===== config.mk =====
export PLATFORM = sky130hd
export DESIGN_NAME = adjacent_transposition_permutation_gen_core
export DESIGN_NICKNAME = d
export VERILOG_FILES = /design/src/hw/rtl/ajtpg_pkg.sv /design/src/hw/rtl/adjacent_transposition_permutation_gen_core.sv /design/src/hw/rtl/ajtpg_move.sv /design/src/hw/rtl/ajtpg_out_reg.sv
export VERILOG_INCLUDE_DIRS = /design/src /design/src/hw/rtl
export SDC_FILE = /design/constraint.sdc
export NUM_CORES = 1
export LEC_CHECK = 0
export ABC_CLOCK_PERIOD_IN_PS = 12300
export BUFFER_PORTS_ARGS = -buffer_cell sky130_fd_sc_hd__buf_2
export CAP_MARGIN = 20
export CORE_ASPECT_RATIO = 0.5
export CORE_MARGIN = 3
export CORE_UTILIZATION = 35
export DETAILED_ROUTE_END_ITERATION = 12
export GPL_ROUTABILITY_DRIVEN = 0
export PLACE_DENSITY = 0.51
export SYNTH_ARGS = -nofsm -noshare
export SYNTH_HDL_FRONTEND = slang
export SYNTH_SLANG_ARGS = --single-unit

===== constraint.sdc =====
create_clock -name clk_i -period 12.3 [get_ports clk_i]
set_input_delay 0 -clock clk_i [delete_from_list [all_inputs] [get_ports clk_i]]
set_output_delay 0 -clock clk_i [all_outputs]
set_load 0.005 [all_outputs]

===== src/hw/rtl/adjacent_transposition_permutation_gen_core_defines.svh =====
// ----------------------------------------------------------------------------
// Assertion macros for the adjacent transposition permutation generator
// Clocked on clk_i and disabled while rst_ni is low.
// ----------------------------------------------------------------------------
`ifndef ADJACENT_TRANSPOSITION_PERMUTATION_GEN_CORE_DEFINES_SVH
`define ADJACENT_TRANSPOSITION_PERMUTATION_GEN_CORE_DEFINES_SVH

`ifndef SYNTHESIS
`define AJTPG_ASSERT(label, prop) \
  label: assert property (@(posedge clk_i) disable iff (!rst_ni) prop) \
    else $error("ajtpg assertion failed");
`define AJTPG_ASSERT_NEXT(label, pre, post) \
  label: assert property (@(posedge clk_i) disable iff (!rst_ni) pre |=> post) \
    else $error("ajtpg assertion failed");
`else
`define AJTPG_ASSERT(label, prop)
`define AJTPG_ASSERT_NEXT(label, pre, post)
`endif

`endif


===== src/hw/rtl/ajtpg_pkg.sv =====
// ----------------------------------------------------------------------------
// ajtpg_pkg
// Shared constants and result type of the permutation move generator.
// ----------------------------------------------------------------------------
package ajtpg_pkg;

  localparam int unsigned MaxElementsDef = 16;
  localparam int unsigned CountW         = 5;
  localparam int unsigned PosW           = 4;
  localparam int unsigned CountResetVal  = 4;

  typedef struct packed {
    logic [PosW-1:0] first_pos;
    logic [PosW-1:0] second_pos;
    logic            cycle_end;
  } move_t;

endpackage


===== src/hw/rtl/adjacent_transposition_permutation_gen_core.sv =====
// ----------------------------------------------------------------------------
// adjacent_transposition_permutation_gen_core
// Emits one adjacent transposition per request, walking all permutations.
//
//   channel  direction  handshake                    payload
//   in       input      in_valid_i / in_stall_o      restart_i
//   out      output     out_valid_o / out_stall_i    first_pos_o, second_pos_o,
//                                                    cycle_end_o
//   cfg      input      cfg_we_i                     element_count_i
//
// one request per cycle while in_stall_o is low; its move is registered on acceptance
// move decode and counter step are one combinational pass on the counter
// reset clears the counter and sets the element count to four
// in_stall_o rises only while a held result is stalled downstream
// ----------------------------------------------------------------------------
`include "adjacent_transposition_permutation_gen_core_defines.svh"

module adjacent_transposition_permutation_gen_core import ajtpg_pkg::*; #(
  parameter int unsigned MAX_ELEMENTS = MaxElementsDef
) (
  input  logic              clk_i,
  input  logic              rst_ni,
  input  logic              cfg_we_i,
  input  logic [CountW-1:0] element_count_i,
  input  logic              in_valid_i,
  output logic              in_stall_o,
  input  logic              restart_i,
  output logic              out_valid_o,
  input  logic              out_stall_i,
  output logic [PosW-1:0]   first_pos_o,
  output logic [PosW-1:0]   second_pos_o,
  output logic              cycle_end_o
);

  localparam int unsigned DigW      = (MAX_ELEMENTS > 2) ? $clog2(MAX_ELEMENTS) : 1;
  localparam int unsigned LvlW      = $clog2(MAX_ELEMENTS + 1);
  localparam int unsigned ClampW    = (CountW > LvlW) ? CountW + 1 : LvlW + 1;
  localparam int unsigned CountRstV =
      (CountResetVal > MAX_ELEMENTS) ? MAX_ELEMENTS : CountResetVal;

  logic [DigW-1:0]       digit_q [MAX_ELEMENTS+1];
  logic [DigW-1:0]       digit_d [MAX_ELEMENTS+1];
  logic [MAX_ELEMENTS:0] dir_q, dir_d;
  logic [LvlW-1:0]       count_q, count_d;
  logic                  accept;
  logic                  out_ready;
  move_t                 move;
  move_t                 out_move;

  assign in_stall_o = !out_ready;
  assign accept     = in_valid_i && out_ready;

  always_comb begin
    if (element_count_i == '0) begin
      count_d = LvlW'(1);
    end else if (ClampW'(element_count_i) > ClampW'(MAX_ELEMENTS)) begin
      count_d = LvlW'(MAX_ELEMENTS);
    end else begin
      count_d = LvlW'(element_count_i);
    end
  end

  ajtpg_move #(
    .MAX_ELEMENTS (MAX_ELEMENTS),
    .DIG_W        (DigW),
    .LVL_W        (LvlW)
  ) u_move (
    .count_i   (count_q),
    .restart_i (restart_i),
    .digit_i   (digit_q),
    .dir_i     (dir_q),
    .digit_o   (digit_d),
    .dir_o     (dir_d),
    .move_o    (move)
  );

  always_ff @(posedge clk_i or negedge rst_ni) begin
    if (!rst_ni) begin
      count_q <= LvlW'(CountRstV);
      dir_q   <= '0;
      for (int j = 0; j <= MAX_ELEMENTS; j++) begin
        digit_q[j] <= '0;
      end
    end else if (cfg_we_i) begin
      count_q <= count_d;
      dir_q   <= '0;
      for (int j = 0; j <= MAX_ELEMENTS; j++) begin
        digit_q[j] <= '0;
      end
    end else if (accept) begin
      dir_q <= dir_d;
      for (int j = 0; j <= MAX_ELEMENTS; j++) begin
        digit_q[j] <= digit_d[j];
      end
    end
  end

  ajtpg_out_reg u_out_reg (
    .clk_i   (clk_i),
    .rst_ni  (rst_ni),
    .load_i  (accept),
    .move_i  (move),
    .ready_o (out_ready),
    .valid_o (out_valid_o),
    .stall_i (out_stall_i),
    .move_o  (out_move)
  );

  assign first_pos_o  = out_move.first_pos;
  assign second_pos_o = out_move.second_pos;
  assign cycle_end_o  = out_move.cycle_end;

  `AJTPG_ASSERT_NEXT(a_restart_noop, accept && restart_i, out_valid_o && first_pos_o == '0 && second_pos_o == '0)
  `AJTPG_ASSERT(a_adjacent_pair, out_valid_o |-> (first_pos_o == second_pos_o || first_pos_o == PosW'(second_pos_o + PosW'(1)) || second_pos_o == PosW'(first_pos_o + PosW'(1))))
  `AJTPG_ASSERT_NEXT(a_restart_not_last, accept && restart_i && count_q > LvlW'(1) && !cfg_we_i, !cycle_end_o)
  `AJTPG_ASSERT_NEXT(a_single_always_last, accept && count_q == LvlW'(1), cycle_end_o && first_pos_o == '0)

endmodule


===== src/hw/rtl/ajtpg_move.sv =====
// ----------------------------------------------------------------------------
// ajtpg_move
// Decodes the current move from the mixed-radix counter and computes the
// counter's next value.
// ----------------------------------------------------------------------------
module ajtpg_move import ajtpg_pkg::*; #(
  parameter int unsigned MAX_ELEMENTS = MaxElementsDef,
  parameter int unsigned DIG_W        = 4,
  parameter int unsigned LVL_W        = 5
) (
  input  logic [LVL_W-1:0] count_i,
  input  logic             restart_i,
  input  logic [DIG_W-1:0] digit_i [MAX_ELEMENTS+1],
  input  logic [MAX_ELEMENTS:0] dir_i,
  output logic [DIG_W-1:0] digit_o [MAX_ELEMENTS+1],
  output logic [MAX_ELEMENTS:0] dir_o,
  output move_t            move_o
);

  localparam int unsigned SumW = (LVL_W + 1 > PosW) ? LVL_W + 1 : PosW;

  logic [DIG_W-1:0] d   [MAX_ELEMENTS+1];
  logic [MAX_ELEMENTS:0] dir;
  logic [DIG_W-1:0] nd  [MAX_ELEMENTS+1];
  logic [MAX_ELEMENTS:0] ndir;
  logic [DIG_W-1:0] sel_r;
  logic [LVL_W-1:0] sel_k;
  logic             sel_dir;
  logic             found;
  logic [LVL_W-1:0] offset;
  logic             last;
  logic             carry;
  logic [SumW-1:0]  first_s;
  logic [SumW-1:0]  second_s;

  always_comb begin
    logic act;
    logic nz;
    logic top;
    logic inc;
    for (int j = 0; j <= MAX_ELEMENTS; j++) begin
      d[j]   = (restart_i || j < 2) ? '0 : digit_i[j];
      dir[j] = (restart_i || j < 2) ? 1'b0 : dir_i[j];
    end

    // priority encoder over active levels, direction count above the winner
    found   = 1'b0;
    sel_r   = '0;
    sel_k   = '0;
    sel_dir = 1'b0;
    offset  = '0;
    last    = 1'b1;
    carry   = 1'b1;
    for (int j = 0; j <= MAX_ELEMENTS; j++) begin
      nd[j]   = '0;
      ndir[j] = 1'b0;
    end
    for (int j = MAX_ELEMENTS; j >= 2; j--) begin
      act = (LVL_W'(j) <= count_i);
      nz  = act && (d[j] != '0);
      top = (d[j] == DIG_W'(j - 1));
      if (nz && !found) begin
        sel_r   = d[j];
        sel_k   = LVL_W'(j);
        sel_dir = dir[j];
      end
      found = found | nz;
      if (act && !found && dir[j]) begin
        offset = offset + LVL_W'(1);
      end
      // counter increment, least significant digit at level n
      inc = act && carry;
      if (act) begin
        last  = last && top;
        carry = inc && top;
      end
      nd[j]   = inc ? (top ? '0 : d[j] + DIG_W'(1)) : d[j];
      ndir[j] = dir[j] ^ (inc && top);
    end

    if (!found) begin
      first_s  = '0;
      second_s = '0;
    end else if (sel_dir) begin
      first_s  = SumW'(sel_r) - SumW'(1);
      second_s = SumW'(sel_r);
    end else begin
      first_s  = SumW'(sel_k) - SumW'(sel_r);
      second_s = SumW'(sel_k) - SumW'(sel_r) - SumW'(1);
    end
    first_s  = first_s + SumW'(offset);
    second_s = second_s + SumW'(offset);

    for (int j = 0; j <= MAX_ELEMENTS; j++) begin
      digit_o[j] = last ? '0 : nd[j];
      dir_o[j]   = last ? 1'b0 : ndir[j];
    end
    move_o.first_pos  = first_s[PosW-1:0];
    move_o.second_pos = second_s[PosW-1:0];
    move_o.cycle_end  = last;
  end

endmodule


===== src/hw/rtl/ajtpg_out_reg.sv =====
// ----------------------------------------------------------------------------
// ajtpg_out_reg
// Result register with valid/stall handshake toward the consumer.
// ----------------------------------------------------------------------------
module ajtpg_out_reg import ajtpg_pkg::*; (
  input  logic  clk_i,
  input  logic  rst_ni,
  input  logic  load_i,
  input  move_t move_i,
  output logic  ready_o,
  output logic  valid_o,
  input  logic  stall_i,
  output move_t move_o
);

  logic  valid_q, valid_d;
  move_t move_q;

  assign ready_o = !valid_q || !stall_i;
  assign valid_d = load_i || (valid_q && stall_i);

  always_ff @(posedge clk_i or negedge rst_ni) begin
    if (!rst_ni) begin
      valid_q <= 1'b0;
    end else begin
      valid_q <= valid_d;
    end
  end

  always_ff @(posedge clk_i) begin
    if (load_i) begin
      move_q <= move_i;
    end
  end

  assign valid_o = valid_q;
  assign move_o  = move_q;

endmodule

==> metrics.txt, run 1 <==
outcome=completed; Clock Latency Late Sink=0.37 ns; Synth area leaders=dfrtp_1 (22%), o21ai_0 (6.0%), nand2_1 (5.9%); pwr dens=74.0 nW/um2; largest net degree at the start of global routing=55; layout cells sized above 1=0.0947; # nets final=1214; clock skew=0.0110 ns; most frequent cells in the layout=nand2_1 (145), o21ai_0 (110), dfrtp_1 (80); setup tns final=0 ns; number of DRC markers in iteration 0=908; fin crit share=0.937; Setup crit start kind=flop; Synth cell types=102; Pleak=4.18 nW; CP most frequent cell=ha_1; Initial Util=0.361; max_cap viols=0; initial antenna violation count=0; Slew Viols, Final=0; postcts setup bufs=0; final std cells w/o fill=1505; synthesized flop and latch total=90; Mean Syn Cell Area=7.96 um2; RR Endpoint=u_out_reg.move_o[4]; Post-synth ARST share=0.900; Root Driver=clkbuf_16; CTS Buf Count=9; yosys warns=0; die width=236 um; GRT overflow=0; Slew HR=0.332; H-tree Lvls=3; CP endpoint=u_out_reg.move_o[4]; clk buf depth=2; antenna viol nets, final=0; main flop type after synthesis=dfrtp_1; worst hold path class=input port to flop; Slowest-stage cell, CP=or4_1; PortBufs=21; vias per cell=6.04; core area=25500 um2; # DRC=0; Core Util, Final=0.392; cell area after synthesis=9220 um2; IO Pins=22; area leader, netlist=dfrtp_1; VDD IR max=0.0000678 V; hpwl dp=23200 um; final setup violating endpoints=0; top cell type's share of synthesized area=0.217; Worst setup EP type=flop; Final Critical Period=11.52 ns; drt wl/cell=20.6 um; WS Path Type=flop to flop; fill count=2664; Placed Cells=1480; Die Height=121 um; Critical Path RT=12.41 ns; total power draw=0.741 mW; Max Freq=86.8 MHz; FP Rows=41; Layout area overhead=8.55%; most common cell after layout, fill and taps aside=nand2_1; Critical Path AT=11.63 ns; Fin. Hold Viols=0; post-synthesis cell count=1159; R2R Setup Slk=0.78 ns; TritonCTS clock tree=built; Synth Net Count=1216; Worst setup startpoint=digit_q[1]; R2R depth=53; Worst-path clk slew=0.06 ns; first-pass GRT wire length=48900 um; Die ar.=28400 um2; vias=9094; WL final=31000 um; Post-synth EDFFs=9; CTS sink count=90; total routing usage reported by global routing=0.218; vias in the first global route=8537; Worst Max-Slew Pin Slew=1.00 ns; n_diodes=0; RR Startpoint=digit_q[1]; largest fanout on the critical path=6; sequential area share after synthesis=0.249; Crit path largest cell delay=0.59 ns; drt pass-1 iters=5
-- repair_timing --
item | in CTS | in global routing
endpoints found under the setup margin | 0 | 2
endpoints found under the hold margin | 36 | 0
resized for setup | 0 | 2
hold buffers | 8 | 0
-- power breakdown --
part           internal, mW  total (mW)  leakage (nW)  switching, mW
Combinational        0.0368       0.123          2.82         0.0857
Clock                 0.182       0.306         0.153          0.124
Sequential            0.305       0.313          1.21        0.00749
Total                 0.524       0.741          4.18          0.217
-- logic make-up (layout without fill, tap and decap cells) --
group           after synthesis  in the layout  synth area share
xor+xnor                     52             52            0.0684
simple gates                463            463             0.268
compound gates              367            367             0.270
mux                          15             15            0.0189
buf+inv                     126            128            0.0608
flops                        90             90             0.249
fa+ha+maj                    46             46            0.0649
-- worst min-delay path by stage --
stage | startpoint | to | cells after the start | slack, ns
final | cfg_we_i | count_q[4] | 3 | 0.08
after global routing | cfg_we_i | count_q[4] | 3 | 0.1
after CTS | cfg_we_i | count_q[4] | 3 | 0.04
after detailed placement | rst_ni | digit_q[53] | 1 | -0.02
after global placement | rst_ni | digit_q[53] | 1 | -0.01
after floorplan | rst_ni | count_q[0] | 0 | -0.30
-- per-stage QoR --
stage / worst slack [ns] / hold WS [ns] / cell area [um2]
finish: 0.779 / 0.0792 / 10000
detailed placement: 0.580 / -0.0235 / 9590
global placement: 0.782 / -0.00957 / 9590
global route: -0.0442 / 0.0960 / 10000
CTS: 0.480 / 0.0447 / 9980
floorplan: 1.03 / -0.296 / 9220
-- flip-flops by register name, indices dropped and copies added, names as in the netlist --
register	flops
digit_q	60
u_out_reg.move_o	9
count_q	5
dir_q	15
u_out_reg.valid_o	1
-- Yosys cell counts, types with 9 or more instances --
master    count
edfxtp_1      9
nor2_1       72
nand2_1     145
xnor2_1      29
xor2_1       11
buf_2        13
a22o_1       11
nand4_1      23
nor2b_1      30
nand2b_1     14
o211ai_1     10
and3_1       21
nand3_1      40
nor4_1       16
clkbuf_1     36
a32o_1       16
and2_1       11
nor3_1       27
a21o_1       13
dfrtp_1      80
a21oi_1      66
ha_1         43
inv_1        62
o31ai_1      15
o21ai_0     110
a31oi_1      12
a211oi_1     12
-- per-layer routing --
| layer | GRT usage | share of wire | up-vias |
|---|---|---|---|
| met2 | 0.339 | 0.44 | 290 |
| met5 | 0 | 0 | - |
| met4 | 0.0580 | 0.015 | 0 |
| met1 | 0.307 | 0.48 | 4431 |
| li1 | - | - | 4335 |
| met3 | 0.0479 | 0.063 | 38 |
-- worst max-delay path, delay by kind of cell, from the launching register on --
kind                     cells  cell delay (ns)
buffers and inverters        8             0.68
AND/OR/NAND/NOR             11             1.83
multiplexers                 5             1.24
AO/OA/AOI/OAI               11             1.71
adder cells (fa/ha/maj)     15             4.54
flip-flops                   1             0.38
XOR/XNOR                     3             0.89
-- final cells by class --
type	count	area, um2	share of cell area
Multi-Input combinational cell	943	6380	0.638
Sequential cell	90	2300	0.230
Tap cell	344	430	0.0430
Timing Repair Buffer	50	350	0.0350
Clock buffer	12	246	0.0246
Inverter	63	236	0.0236
Clock inverter	3	65.1	0.00650
Power figures use the tool's default switching activity.
==> inputs of run 2 (changes only) <==
--- a/config.mk
+++ b/config.mk
@@ -6,7 +6,7 @@
 export SDC_FILE = /design/constraint.sdc
 export NUM_CORES = 1
 export LEC_CHECK = 0
-export ABC_CLOCK_PERIOD_IN_PS = 12300
+export ABC_CLOCK_PERIOD_IN_PS = 11250
 export BUFFER_PORTS_ARGS = -buffer_cell sky130_fd_sc_hd__buf_2
 export CAP_MARGIN = 20
 export CORE_ASPECT_RATIO = 0.5
==> constraint.sdc (replaced) <==
create_clock -name clk_i -period 11.25 [get_ports clk_i]
set_input_delay 0 -clock clk_i [delete_from_list [all_inputs] [get_ports clk_i]]
set_output_delay 0 -clock clk_i [all_outputs]
set_load 0.005 [all_outputs]
==> metrics.txt, run 2 (synthesis results as in run 1) <==
Slew HR=0.294; Die Height=121 um; Placed Cells=1490; final setup violating endpoints=0; most common cell after layout, fill and taps aside=nand2_1; most frequent cells in the layout=nand2_1 (145), o21ai_0 (110), dfrtp_1 (80); total routing usage reported by global routing=0.214; Critical Path AT=10.69 ns; antenna viol nets, final=0; Worst setup EP type=flop; vias in the first global route=8644; Layout area overhead=10.2%; RSZ-0062 raised after global routing=false; pwr dens=77.2 nW/um2; Pint=0.552 mW; WL final=30600 um; number of DRC markers in iteration 0=874; R2R Setup Slk=0.68 ns; clock power share=0.394; worst hold path class=input port to async pin; Critical Path RT=11.36 ns; Crit path largest cell delay=0.55 ns; clock skew=0.00757 ns; TritonCTS clock tree=built; final std cells w/o fill=1520; die width=236 um; Core Util, Final=0.398; drt wl/cell=20.1 um; highest routed metal layer=met4; Most flops, register=digit_q; VDD IR max=0.0000740 V; FP Rows=41; Fin. Hold Viols=0; vias=9277; CP most frequent cell=ha_1; Root Driver=clkbuf_16; # DRC=0; Die ar.=28400 um2; Pleak=4.23 nW; Seq pwr share=0.430; CTS Buf Count=9; IO Pins=22; Final Critical Period=10.57 ns; Initial Util=0.361; vias per cell=6.10; Largest register FFs=60; CTS sink count=90; GRT overflow=0; largest fanout on the critical path=5; PortBufs=21; Slowest-stage cell, CP=or4_1; initial antenna violation count=0; WS Path Type=flop to flop; Clock Latency Late Sink=0.37 ns; outcome=completed; Gate power share=0.176; Slew Viols, Final=0; DRT met1 WL=14500 um; Worst Max-Slew Pin Slew=1.05 ns; hpwl dp=22600 um; fin crit share=0.940; max_cap viols=0; Max Freq=94.6 MHz; # nets final=1228; drt pass-1 iters=6; clk buf depth=2; met2 WL=13200 um; first-pass GRT wire length=48500 um; layout cells sized above 1=0.116; switch share=0.296; core area=25500 um2; H-tree Lvls=3; n_diodes=0; largest net degree at the start of global routing=66; Setup crit start kind=flop; Worst-path clk slew=0.06 ns; reported net switching power=0.232 mW; WL met3=2370 um
run 2: layout make-up:
cell class	instances	area (um2)
Clock buffer	13	250
Clock inverter	3	40.0
Fill cell	2647	15400
Inverter	63	236
Multi-Input combinational cell	943	6450
Sequential cell	90	2300
Tap cell	344	430
Timing Repair Buffer	64	455
run 2: metal layers:
layer | track usage | vias up
met1 | 0.301 | 4539
met5 | 0 | -
li1 | - | 4353
met2 | 0.330 | 342
met3 | 0.0483 | 43
met4 | 0.0592 | 0
run 2: power groups by stage:
| stage | Sequential (mW) | Clock [mW] | Combinational [mW] |
|---|---|---|---|
| global route | 0.338 | 0.331 | 0.152 |
| global placement | 0.343 | 0 | 0.134 |
| floorplan | 0.342 | 0 | 0.0898 |
| finish | 0.337 | 0.309 | 0.138 |
| CTS | 0.337 | 0.322 | 0.138 |
| detailed placement | 0.344 | 0 | 0.135 |
run 2: path summary, 6_finish.rpt:
| kind | startpoint | end | depth (start not counted) |
|---|---|---|---|
| hold / removal | rst_ni | digit_q[54] | 2 |
| max in group asynchronous | rst_ni | digit_q[13] | 3 |
| setup / recovery | digit_q[1] | u_out_reg.move_o[4] | 53 |
| setup reg to reg | digit_q[1] | u_out_reg.move_o[4] | 53 |
| min in group clk_i | restart_i | digit_q[3] | 4 |
| hold reg to reg | digit_q[28] | digit_q[28] | 2 |
run 2: critical path: cells and delay by family, from the launching register on:
family                     cells  cell delay, ns
AOI/OAI and AO/OA             11            1.56
xor gates and xnor gates       3            0.55
adders and majority gates     15            4.26
buffers and inverters          8            0.61
DFF                            1            0.39
muxes                          5            1.24
and+or+nand+nor               11            1.71
run 2: timing repair:
action | in CTS | in global routing
resized for setup | 1 | 12
hold buffers | 8 | 0
pin swaps | 0 | 3
endpoints found under the hold margin | 22 | 0
setup buffers | 0 | 5
setup endpoints to repair | 1 | 3
gates cloned | 0 | 0
run 2: metrics by stage:
step                      TNS, ns  hold slack (ns)  area (um2)  power (mW)  setup WS [ns]
after floorplan                 0           -0.296        9220       0.432         0.0347
after global placement          0           -0.116        9670       0.477          0.269
after detailed placement  -0.0123           -0.116        9670       0.478        -0.0123
after CTS                       0           0.0162       10000       0.797         0.0489
after global routing            0           0.0494       10200       0.821         0.0435
final                           0           0.0342       10200       0.784          0.678
